File: config.mk
export PLATFORM = sky130hd
export DESIGN_NAME = ctp_recur
export DESIGN_NICKNAME = d
export VERILOG_FILES = /design/src/hw/rtl/ctp_pkg.sv /design/src/hw/rtl/ctp_recur.sv
export SDC_FILE = /design/constraint.sdc
export NUM_CORES = 1
export LEC_CHECK = 0
export BUFFER_PORTS_ARGS = -buffer_cell sky130_fd_sc_hd__buf_4
export CORE_AREA = 2 2 306 308
export DETAILED_ROUTE_END_ITERATION = 8
export DIE_AREA = 0 0 308 310
export PLACE_DENSITY = 0.53
export SLEW_MARGIN = 10
export SYNTH_ARGS = -nofsm -noshare
export SYNTH_HDL_FRONTEND = slang
export SYNTH_SLANG_ARGS = --single-unit
File: constraint.sdc
create_clock -name vclk -period 4.94
set_input_delay 0.247 -clock vclk [all_inputs]
set_output_delay 0.247 -clock vclk [all_outputs]
set_load 0.02 [all_outputs]
File: src/hw/rtl/ctp_pkg.sv
// shared types and constants of the configurable twister generator
package ctp_pkg;

  localparam int unsigned BLOCK_W    = 128;
  localparam int unsigned WORD_W     = 32;
  localparam int unsigned CFG_IDX_W  = 3;
  localparam int unsigned CFG_DATA_W = 64;

  // seeding recurrence multiplier
  localparam logic [WORD_W-1:0] SEED_MULT = 32'd1812433253;

  // configuration register indexes
  localparam logic [CFG_IDX_W-1:0] CFG_MIDDLE_TAP  = 3'd0;
  localparam logic [CFG_IDX_W-1:0] CFG_WORD_SHL    = 3'd1;
  localparam logic [CFG_IDX_W-1:0] CFG_BLOCK_SHL   = 3'd2;
  localparam logic [CFG_IDX_W-1:0] CFG_WORD_SHR    = 3'd3;
  localparam logic [CFG_IDX_W-1:0] CFG_BLOCK_SHR   = 3'd4;
  localparam logic [CFG_IDX_W-1:0] CFG_MASK_LOW    = 3'd5;
  localparam logic [CFG_IDX_W-1:0] CFG_MASK_HIGH   = 3'd6;

  typedef enum logic [1:0] {
    OP_SEED    = 2'd0,
    OP_DRAW32  = 2'd1,
    OP_DRAW64  = 2'd2,
    OP_DRAW128 = 2'd3
  } ctp_op_e;

  typedef enum logic [2:0] {
    ST_IDLE,
    ST_SEED,
    ST_DELIVER,
    ST_REC_C,
    ST_REC_D,
    ST_REC_W
  } ctp_state_e;

  typedef struct packed {
    logic [1:0]  opcode;
    logic [31:0] seed_value;
  } ctp_req_t;

  typedef struct packed {
    logic [63:0] value_low;
    logic [63:0] value_high;
    logic        misaligned;
  } ctp_rsp_t;

  typedef struct packed {
    logic [4:0]         word_left_shift;
    logic [2:0]         block_byte_left_shift;
    logic [4:0]         word_right_shift;
    logic [2:0]         block_byte_right_shift;
    logic [BLOCK_W-1:0] mask;
  } ctp_recur_cfg_t;

  typedef struct packed {
    logic busy;
    logic wr_en;
  } ctp_seed_st_t;

endpackage

File: src/hw/rtl/ctp_recur.sv
// block recursion datapath: combines the four blocks into the new block
module ctp_recur (
  input  ctp_pkg::ctp_recur_cfg_t cfg_i,
  input  logic [127:0]            a_i,
  input  logic [127:0]            b_i,
  input  logic [127:0]            c_i,
  input  logic [127:0]            d_i,
  output logic [127:0]            blk_o
);
  import ctp_pkg::*;

  logic [BLOCK_W-1:0] a_shl;
  logic [BLOCK_W-1:0] c_shr;

  // whole-block byte shifts
  assign a_shl = a_i << {cfg_i.block_byte_left_shift, 3'b000};
  assign c_shr = c_i >> {cfg_i.block_byte_right_shift, 3'b000};

  // per-word terms and xor
  always_comb begin
    for (int k = 0; k < 4; k++) begin
      blk_o[WORD_W*k +: WORD_W] = a_i[WORD_W*k +: WORD_W]
        ^ a_shl[WORD_W*k +: WORD_W]
        ^ ((b_i[WORD_W*k +: WORD_W] >> cfg_i.word_right_shift)
           & cfg_i.mask[WORD_W*k +: WORD_W])
        ^ c_shr[WORD_W*k +: WORD_W]
        ^ (d_i[WORD_W*k +: WORD_W] << cfg_i.word_left_shift);
    end
  end

endmodule

# After elaboration in Yosys (flattened, before gate mapping)

Index checks and enable logic that the tools add are counted.

Shift-type cells: 10
Bitwise operators: 20

Operator list:

| cell                                             | number |
|---|---|
| 32-bit bitwise XOR                               | 16 |
| 32-bit AND                                       | 4 |
| 128-bit by 6-bit << shifter with 128-bit output  | 1 |
| 32-bit by 5-bit << shifter with 32-bit output    | 4 |
| 128-bit by 6-bit right shift with 128-bit output | 1 |
| 32-bit by 5-bit right shift with 32-bit output   | 4 |

Register bits after elaboration: 0
Output and inout bits: 128

# Logic depth before layout (Yosys ltp)

Depth after elaboration: 5
Gate-level depth with buffers: 11
Depth with buffers taken out: 6

# Worst setup path before layout

Ideal clock, no wire load.

Kind: input -> output
Start point: input port cfg_i[139] (netlist name)
End point: output port blk_o[17]
Arrival time: 2.307 ns
Required time: 4.693 ns
Slack: 2.386 ns
Stages on the path: 9
Path buffers: 4
Cell sequence: buf_6 > buf_8 > buf_6 > buf_6 > mux4_2 > mux2_2 > a22oi_1 > o22ai_1 > xnor2_1

Longest elaborated chain between the ends: 2

RTL lines:

| element                                       | RTL line        | text |
|---|---|---|
| start, declared                               | ctp_recur.sv:3  | `input ctp_pkg::ctp_recur_cfg_t cfg_i,` |
| 32-bit by 5-bit << shifter with 32-bit output | ctp_recur.sv:27 | `^ (d_i[WORD_W*k +: WORD_W] << cfg_i.word_left_shift);` |
| 32-bit bitwise XOR                            | ctp_recur.sv:27 |  |
| end, declared                                 | ctp_recur.sv:8  | `output logic [127:0] blk_o` |

No other way between the ends.

# Final worst setup path

Start point: input port cfg_i[137] (netlist name)
End point: output port blk_o[25]

Longest elaborated chain between the ends: 5

RTL lines:

| element                                         | RTL line        | text |
|---|---|---|
| 128-bit by 6-bit << shifter with 128-bit output | ctp_recur.sv:16 | `assign a_shl = a_i << {cfg_i.block_byte_left_shift, 3'b000};` |
| 32-bit bitwise XOR                              | ctp_recur.sv:23 | `^ a_shl[WORD_W*k +: WORD_W]` |
| 32-bit bitwise XOR                              | ctp_recur.sv:24 | `^ ((b_i[WORD_W*k +: WORD_W] >> cfg_i.word_right_shift)` |
| 32-bit bitwise XOR                              | ctp_recur.sv:26 | `^ c_shr[WORD_W*k +: WORD_W]` |
| 32-bit bitwise XOR                              | ctp_recur.sv:27 |  |

No other way between the ends.

==> metrics.txt <==
status completed; global-route wire length before repair 237 mm; Cell Pwr Density 195 nW/um^2; setup repair after global routing missed its margin false; Syn Area/Cell 9.02 um^2; CP arrival 3.65 ns; initial core utilization 29.1%; wire length per cell 37.1 um; CP Launch Type input port; routability-driven placement congestion ratio 1.04; Hold Violations, Final 0; Slew HR 18.1%; Final period util 78.9%; largest net degree at the start of global routing 105; Sum Neg Setup Slack 0 ns; hold_buf cts 0; nets 4,250; Reg area 0 um^2; Synth top cells by count mux2i_1, xnor2_1, mux4_2; Starting DRT DRC Count 4,446; fin. max-slew vios 0; Seq Cell Count 0; Max Fclk 0.257 GHz; # IOs 784; via count 30,300; DRT Pass-1 Iters 7; Routed Wire Length 178 mm; Setup Buffers After CTS 0; top post-synthesis cells by area mux4_2, mux2i_1, xnor2_1, mux2_2, nand2_1; Post-Synthesis Cells 2,985; FILL cells 9,642; HP Class in -> out; die height 310 um; Lkg Pwr 0.0136 uW; Final min period 3.90 ns; Antenna Nets Post-Route 0; IO buf count 784; synth warn 0; actual slew at the worst max-slew pin 1.22 ns; Peak VDD IR 99.7 uV; Cell Rows 112; cell with the most instances after synthesis mux2i_1; Die ar. 95,500 um^2; GRT Util Overall 35.4%; net count after synthesis 3,641; Finished Layout Cells 4,808; area of the multi-input gates 25,200 um^2; Die X 308 um; final setup violation count 0; Netlist cell types 81; placed instance count 4,789; Fin Hold WS 0.877 ns; cts repair resizes 0; drt drc 0; Vias/cell 6.30; sequential share of the synthesized area 0%; top-area cell type share of the netlist area 27.1%; layout cell share with drive strength beyond 1 38.9%; PnR Total Power 6570 uW; Req. time, crit path 4.69 ns; synthesized area 26,900 um^2; Core Footprint 92,500 um^2; Detailed Place HPWL 153 mm; worst-path maximum fanout 63; CP Class in -> out; grt ovf 0; vias in the first global route 28,900; Worst setup EP type primary output; antenna violations before repair 46; number of max-cap violations 0; area grow syn2layout 25.2%; CLK BUF 0; cell accounting for the most synthesized area mux4_2
metrics by stage:
| stage | util, % | instance area [um^2] | worst slack (ns) |
|---|---|---|---|
| final | 36.4 | 33700 | 1.04 |
| after global routing | 36.4 | 33700 | 0.897 |
| after CTS | 36.4 | 33700 | 1.04 |
| after global placement | 36.4 | 33700 | 1.09 |
| after floorplan | - | 26900 | 2.39 |
| after detailed placement | 36.4 | 33700 | 1.05 |
final cells by class:
class              count  share of cell area [%]
diodes                19                   0.141
inverters             26                   0.301
multi-input cells   2667                    74.8
well taps           1197                    4.44
repair buffers       899                    20.4
report_power, final:
group          switching [uW]  internal, uW  total, uW
Sequential                  0             0          0
Combinational            3940          2630       6570
Clock                       0      0.000519   0.000519
Total                    3940          2630       6570
per-layer routing:
metal | wire, um | GRT usage, %
met1 | 67000 | 44.4
met2 | 79700 | 55.3
met3 | 18800 | 8.75
met4 | 12500 | 20.7
met5 | 381 | 0
critical path, stage by stage:
cell and delay, ns:
buf_6 0.50, buf_4 0.40, mux2i_1 0.35, mux2_2 0.37, a222oi_1 0.57, xor2_1 0.26
buf_4 0.19, xnor2_1 0.12, xnor2_1 0.35, buf_4 0.21
worst paths after layout:
path                         to  cells after the start        from
worst max-delay path  blk_o[25]                     10  cfg_i[137]
worst min-delay path   blk_o[3]                      4    cfg_i[3]
cells by family after synthesis:
logic type      share of synthesized area [%]
mux                                      51.2
xor+xnor                                 15.8
compound gates                           14.5
simple gates                             12.0
buf+inv                                  6.48
placed cells by master, fill, tap and decap left out, types with 21 or more instances in the layout:
master | netlist | layout
nor3_1 | 25 | 24
nand3_1 | 65 | 65
o211ai_1 | 27 | 27
a211oi_1 | 29 | 29
o22ai_1 | 48 | 48
nor2b_1 | 41 | 40
nand2b_1 | 22 | 22
mux2_2 | 139 | 139
nor2_1 | 124 | 122
mux2i_1 | 433 | 433
a21oi_1 | 111 | 111
buf_4 | 51 | 886
mux4_2 | 324 | 324
xnor2_1 | 368 | 368
xor2_1 | 88 | 88
o21ai_0 | 126 | 126
a2bb2oi_1 | 25 | 25
a22oi_1 | 54 | 54
nand2_1 | 304 | 304
mux4_1 | 21 | 21
and2_1 | 21 | 21
No activity file was read; power rests on OpenSTA's default activity.
