<file path="config.mk">
export PLATFORM = sky130hd
export DESIGN_NAME = ctp_seed
export DESIGN_NICKNAME = d
export VERILOG_FILES = /design/src/hw/rtl/ctp_pkg.sv /design/src/hw/rtl/ctp_seed.sv
export SDC_FILE = /design/constraint.sdc
export NUM_CORES = 1
export LEC_CHECK = 0
export BUFFER_PORTS_ARGS = -buffer_cell sky130_fd_sc_hd__buf_2
export CORE_MARGIN = 3
export CORE_UTILIZATION = 55
export DETAILED_ROUTE_END_ITERATION = 12
export PLACE_DENSITY = 0.8
export SLEW_MARGIN = 20
export SYNTH_ARGS = -nofsm -noshare
export SYNTH_HDL_FRONTEND = slang
export SYNTH_SLANG_ARGS = --single-unit
</file>
<file path="constraint.sdc">
create_clock -name clk_i -period 15.4 [get_ports clk_i]
set_input_delay 3.08 -clock clk_i [delete_from_list [all_inputs] [get_ports clk_i]]
set_output_delay 3.08 -clock clk_i [all_outputs]
set_load 0.1 [all_outputs]
</file>
<file path="src/hw/rtl/ctp_pkg.sv">
// shared types and constants of the configurable twister generator
package ctp_pkg;

  localparam int unsigned BLOCK_W    = 128;
  localparam int unsigned WORD_W     = 32;
  localparam int unsigned CFG_IDX_W  = 3;
  localparam int unsigned CFG_DATA_W = 64;

  // seeding recurrence multiplier
  localparam logic [WORD_W-1:0] SEED_MULT = 32'd1812433253;

  // configuration register indexes
  localparam logic [CFG_IDX_W-1:0] CFG_MIDDLE_TAP  = 3'd0;
  localparam logic [CFG_IDX_W-1:0] CFG_WORD_SHL    = 3'd1;
  localparam logic [CFG_IDX_W-1:0] CFG_BLOCK_SHL   = 3'd2;
  localparam logic [CFG_IDX_W-1:0] CFG_WORD_SHR    = 3'd3;
  localparam logic [CFG_IDX_W-1:0] CFG_BLOCK_SHR   = 3'd4;
  localparam logic [CFG_IDX_W-1:0] CFG_MASK_LOW    = 3'd5;
  localparam logic [CFG_IDX_W-1:0] CFG_MASK_HIGH   = 3'd6;

  typedef enum logic [1:0] {
    OP_SEED    = 2'd0,
    OP_DRAW32  = 2'd1,
    OP_DRAW64  = 2'd2,
    OP_DRAW128 = 2'd3
  } ctp_op_e;

  typedef enum logic [2:0] {
    ST_IDLE,
    ST_SEED,
    ST_DELIVER,
    ST_REC_C,
    ST_REC_D,
    ST_REC_W
  } ctp_state_e;

  typedef struct packed {
    logic [1:0]  opcode;
    logic [31:0] seed_value;
  } ctp_req_t;

  typedef struct packed {
    logic [63:0] value_low;
    logic [63:0] value_high;
    logic        misaligned;
  } ctp_rsp_t;

  typedef struct packed {
    logic [4:0]         word_left_shift;
    logic [2:0]         block_byte_left_shift;
    logic [4:0]         word_right_shift;
    logic [2:0]         block_byte_right_shift;
    logic [BLOCK_W-1:0] mask;
  } ctp_recur_cfg_t;

  typedef struct packed {
    logic busy;
    logic wr_en;
  } ctp_seed_st_t;

endpackage

</file>
<file path="src/hw/rtl/ctp_seed.sv">
// seeding sequencer: one multiply step per cycle, one block write per four words
module ctp_seed #(
  parameter int unsigned BLOCKS = 156
) (
  input  logic                       clk_i,
  input  logic                       rst_ni,
  input  logic                       start_i,
  input  logic [31:0]                seed_i,
  output ctp_pkg::ctp_seed_st_t      status_o,
  output logic [$clog2(BLOCKS)-1:0]  wr_addr_o,
  output logic [127:0]               wr_data_o
);
  import ctp_pkg::*;

  localparam int unsigned BW = $clog2(BLOCKS);
  localparam int unsigned PW = BW + 2;
  localparam logic [PW-1:0] LAST_IDX = PW'(4 * BLOCKS - 1);

  logic              active_q;
  logic [PW-1:0]     idx_q;
  logic [WORD_W-1:0] prev_q;
  logic [WORD_W-1:0] mixed;
  logic [WORD_W-1:0] prev_d;
  logic [95:0]       row_q;

  // next word of the linear recurrence
  assign mixed  = prev_q ^ (prev_q >> 30);
  assign prev_d = 32'(SEED_MULT * mixed) + 32'(idx_q) + 32'd1;

  // word counter
  always_ff @(posedge clk_i or negedge rst_ni) begin
    if (!rst_ni) begin
      active_q <= 1'b0;
      idx_q    <= '0;
    end else if (start_i) begin
      active_q <= 1'b1;
      idx_q    <= '0;
    end else if (active_q) begin
      idx_q <= idx_q + PW'(1);
      if (idx_q == LAST_IDX) begin
        active_q <= 1'b0;
      end
    end
  end

  // word chain and row assembly
  always_ff @(posedge clk_i) begin
    if (start_i) begin
      prev_q <= seed_i;
    end else if (active_q) begin
      prev_q <= prev_d;
      if (idx_q[1:0] != 2'd3) begin
        row_q[WORD_W*idx_q[1:0] +: WORD_W] <= prev_q;
      end
    end
  end

  assign status_o.busy  = active_q;
  assign status_o.wr_en = active_q && (idx_q[1:0] == 2'd3);
  assign wr_addr_o      = idx_q[PW-1:2];
  assign wr_data_o      = {prev_q, row_q};

endmodule

</file>
### Word-level counts from Yosys, hierarchy flattened

Cells that the tools add are included.

* input bits: 35
* flip-flop bits (word level): 139
* output and inout port bits: 138

* reduce and logical (&&, ||, !) cells: 3
* add/sub/neg operators: 4
* multiplexer cells: 8
* shift operators: 2
* equal/unequal tests: 3
* bitwise logic cells: 2
* multiply operators: 1

Operators with widths (number)
* 96-bit bitwise mux: 1
* 32-bit by 34-bit variable shift with 96-bit output (first input constant): 1
* 32-bit by 34-bit variable part select with 96-bit output: 1
* 32-bit two-way mux: 2
* 7-bit negation with 34-bit output: 1
* 32-bit by 1-bit adder with 32-bit output (second input constant): 1
* 32-bit by 10-bit adder with 32-bit output: 1
* 31-bit by 32-bit multiplier with 32-bit output (first input constant): 1
* 32-bit by 2-bit bitwise XOR with 32-bit output: 1
* 10-bit two-way mux: 2
* 10-bit by 1-bit adder with 10-bit output (second input constant): 1
* 10-bit == test (second input constant): 1
* 1-bit two-way mux: 3
* 3-bit AND reduction: 1
* 2-bit == test (second input constant): 1
* 2-bit inequality test (second input constant): 1
* 2-bit nonzero test: 1
* 1-bit logical AND: 1
* 1-bit inverter: 1

### Depth between registers and ports, before layout

* depth after elaboration: 6
* mapped depth: 24
* depth with buffers taken out: 23

### Worst setup path before layout

Ideal clock, no wire load.

* path kind: register to register
* start point: register prev_q[31]
* end point: register prev_q[29] (data pin)
* clock period less this slack: 7.235 ns
* cell stages (with the launch flop): 24
* buffers on the path: 0
* arrival time: 7.059 ns
* slack: 8.165 ns
* data required time: 15.224 ns
* path through: edfxtp_1 -> xor2_1 -> xor2_1 -> ha_1 -> or2_2 -> ha_1 -> inv_1 -> fa_1 -> inv_1 -> ha_1 -> fa_1 -> fa_1 -> fa_1 -> inv_1 -> fa_1 -> inv_1 -> ha_1 -> nand2_1 -> o311ai_0 -> o2111ai_1 -> o211ai_1 -> o21ai_1 -> nor2b_1 -> o311ai_2

* word-level cells in the longest chain between the ends: 6

Ends and longest elaborated chain
* start: declaration: RTL line ctp_seed.sv:21 `logic [WORD_W-1:0] prev_q;`
* start signal: assignment: RTL line ctp_seed.sv:49 `prev_q <= seed_i;`
* start signal: assignment: RTL line ctp_seed.sv:51 `prev_q <= prev_d;`
* 32-bit by 2-bit bitwise XOR with 32-bit output: RTL line ctp_seed.sv:27 `assign mixed = prev_q ^ (prev_q >> 30);`
* 31-bit by 32-bit multiplier with 32-bit output: RTL line ctp_seed.sv:28 `assign prev_d = 32'(SEED_MULT * mixed) + 32'(idx_q) + 32'd1;`
* 32-bit by 10-bit adder with 32-bit output: RTL line ctp_seed.sv:28
* 32-bit by 1-bit adder with 32-bit output: RTL line ctp_seed.sv:28
* 32-bit two-way mux: RTL line ctp_seed.sv:50 `end else if (active_q) begin`
* 32-bit two-way mux: RTL line ctp_seed.sv:48 `if (start_i) begin`

Every way passes these cells. The select of a mux whose other input is x is not followed.
A chain may end at the register's enable or synchronous reset.

### Worst setup path after layout

* start point: register prev_q[0]
* end point: register prev_q[29] (data pin)

Same word-level chain as after synthesis.

==> metrics <==
DR vias/cell=approximately 5.5; DR WL/cell=20.0 µm; fillers=approximately 2k; Syn Nets=1761; first-pass GRT wire length=58700 µm; slowest stage cell, crit path=xor2_1; Clk pin slew, worst setup/hold paths=0.07 ns; clock sinks=139; antenna violations before repair=0; Synth-to-Final Area Change=12.5%; Synth top area share=26.7%; largest family of logic cells by synthesized area=adder cells; Slew Viols, Final=0; Post CTS Setup Buffer Count=0; critical path arrival=8.08 ns; PortBufs=172; clock latency at the later pin of the worst-skew pair=0.45 ns; post-synth top area cell=edfxtp_1; compound-gate portion of the synthesized area=5.67%; worst path required time=around 16 ns; DP HPWL=between 20000 and 30000 µm; ANT cells=0; simple-gate share of the synthesized area=9.06%; nets=1935; Synth top cells by count=inv_1 (347), ha_1 (242), fa_1 (154), edfxtp_1 (128), and2_1 (104); H-tree depth=4; library cells used by synthesis=63; Seq/Total Area, Yosys=28.7%; clk_skew=approximately 0.022 ns; RSZ-0062 raised after global routing=false; setup violators final=0; final WL=between 30000 and 40000 µm; ys async rst share=under 10%; Die Area=around 28000 µm²; Die H=168 µm; Area contributors post-synth=edfxtp_1 (27%), fa_1 (21%), ha_1 (21%); Yosys warning total=0; post-route setup TNS=0 ns; post-synthesis adder-cell area fraction=between 40% and 50%; minimum clock period after layout=7.84 ns; Crit path largest cell delay=0.80 ns; Final Hold Fails=0; Die X=around 170 µm; worst slew pin tran=1.04 ns; critical path type=reg -> reg; crit-path cells=xor2_1 -> xor2_1 -> ha_1 -> or2_2 -> ha_1 -> inv_1 -> fa_1 -> inv_1 -> ha_1 -> fa_1 -> fa_1 -> fa_1 -> inv_1 -> fa_1 -> inv_1 -> ha_1 -> nand2_1 -> o311ai_0 -> o2111ai_1 -> o211ai_1 -> o21ai_1 -> nor2b_1 -> o311ai_2; R2R depth=23; GRT Util Overall=a little over a quarter; crit share post-route=50.9%; gr ovfl total=0; clock buffer count from CTS=17; FP Rows=just under 60; xor/xnor share of the synthesized area=approximately 3.7%; # hold bufs at CTS=0; initial core utilization=around 57%; # IOs=173; Yosys reg bits=approximately 140; CTS tree=yes; Core Footprint=25400 µm²; Syn Area/Cell=around 11 µm²; final instance area=16200 µm²; Reg area=4120 µm²; # Max-Cap Violations=0; Worst slew margin=30.5%; CP Launch Type=flip-flop; Post-synth EDFFs=128; global placement routability congestion=0.963; post-cts sizing count=0; most frequent cell after synthesis=inv_1; multi-input logic area=8810 µm²; hold crit path type=reg -> reg; CTS max path bufs=2; WHS Path Cells=2; mux contribution to synthesized area=0.296%; drt first-iter violations=898; Residual DRC=0; routed vias=10.1k; gate count after technology mapping=1330; clk root buf=clkbuf_16; largest net degree at the start of global routing=78; vias in the first global route=about 11k; top_reg_cell synth=edfxtp_1; share of cells above drive strength 1=roughly 15%; Crit Path Max Fanout=8; CP endpoint kind=flip-flop; antenna-violating nets left=0; dpl cell area=15600 µm²; CP dominant cell by count=fa_1; synthesized area=about 14000 µm²; run status=completed; fmax=128 MHz; first-pass iteration count of the detailed router=5
==> sequential cells by signal (all words and copies together), names as in the netlist <==
signal and cells:
active_q 1, idx_q 10, prev_q 32, row_q 96
==> per-layer routing <==
metal | global-route usage, % | vias to the layer above | wire, µm
met3 | 5.34 | 91 | 3250
met5 | 0 | - | 0
met4 | 9.21 | 0 | 1140
li1 | - | 4603 | -
met2 | 44.4 | 458 | 17500
met1 | 36.2 | 4945 | 15100
==> layout make-up <==
cell class | count | area share (%)
Clock buffer | 18 | 2.65
Clock inverter | 14 | 0.812
Inverter | 347 | 8.05
Multi-Input combinational cell | 813 | 54.5
Sequential cell | 139 | 25.5
Tap cell | 330 | 2.55
Timing Repair Buffer | 186 | 5.97
==> critical path, delay by kind of cell, from the launching register on <==
| kind | cells | cell delay, ns |
|---|---|---|
| adder cells (fa/ha/maj) | 9 | 3.78 |
| AO/OA/AOI/OAI | 5 | 1.37 |
| XOR/XNOR | 2 | 1.20 |
| AND/OR/NAND/NOR | 3 | 0.58 |
| flip-flops | 1 | 0.50 |
| buffers and inverters | 4 | 0.20 |
==> placed cells by master (no fill, tap or decap), types with 3 or more instances in the layout <==
cell type	n
a21o_1	12
nor3b_1	3
inv_8	3
clkinvlp_4	5
a211oi_1	8
buf_4	14
nor4_1	4
xor2_1	19
edfxtp_1	128
inv_6	4
nor2_1	29
o21ai_0	35
inv_1	347
clkbuf_16	17
nor2b_1	3
nand2_1	40
dfrtp_1	11
nand4_1	4
nor3b_2	3
nand3_1	14
o21a_1	6
and4_1	3
ha_1	242
or3_1	4
and2_1	104
o31ai_1	3
nand2b_1	4
buf_2	172
fa_1	154
nor3_1	8
a21oi_1	19
xnor2_1	41
o211ai_1	5
or2_2	3
==> kinds of logic (layout without fill, tap and decap cells) <==
logic type	Yosys count	count (layout)
compound gates	118	118
xor+xnor	60	60
fa+ha+maj	396	396
buf+inv	378	565
flops	139	139
mux	4	4
simple gates	235	235
==> worst paths after layout <==
| check | endpoint | startpoint | slack, ns |
|---|---|---|---|
| worst max-delay path | prev_q[29] | prev_q[0] | 7.56 |
| worst min-delay path | active_q | idx_q[4] | 0.58 |
| worst max register to register | prev_q[29] | prev_q[0] | 7.56 |
| worst min register to register | active_q | idx_q[4] | 0.58 |
| max in group asynchronous | idx_q[2] | rst_ni | 12.69 |
| min in group asynchronous | idx_q[3] | rst_ni | 2.50 |
==> per-stage QoR <==
| stage | setup WS [ns] | hold WS (ns) | utilization (%) | instances |
|---|---|---|---|---|
| 3_3_place_gp | 7.96 | 0.538 | 61.5 | 1815 |
| 3_5_place_dp | 7.66 | 0.538 | 61.5 | 1815 |
| 6_report | 7.56 | 0.577 | 63.7 | 1847 |
| 5_1_grt | 7.24 | 0.616 | 63.7 | 1847 |
| 2_1_floorplan | 8.16 | 0.513 | - | 1330 |
| 4_1_cts | 7.61 | 0.556 | 63.7 | 1847 |
Power is left out: the tool's default activity adds up to more than one toggle a clock period on the data nets, which glitch-free logic cannot reach.
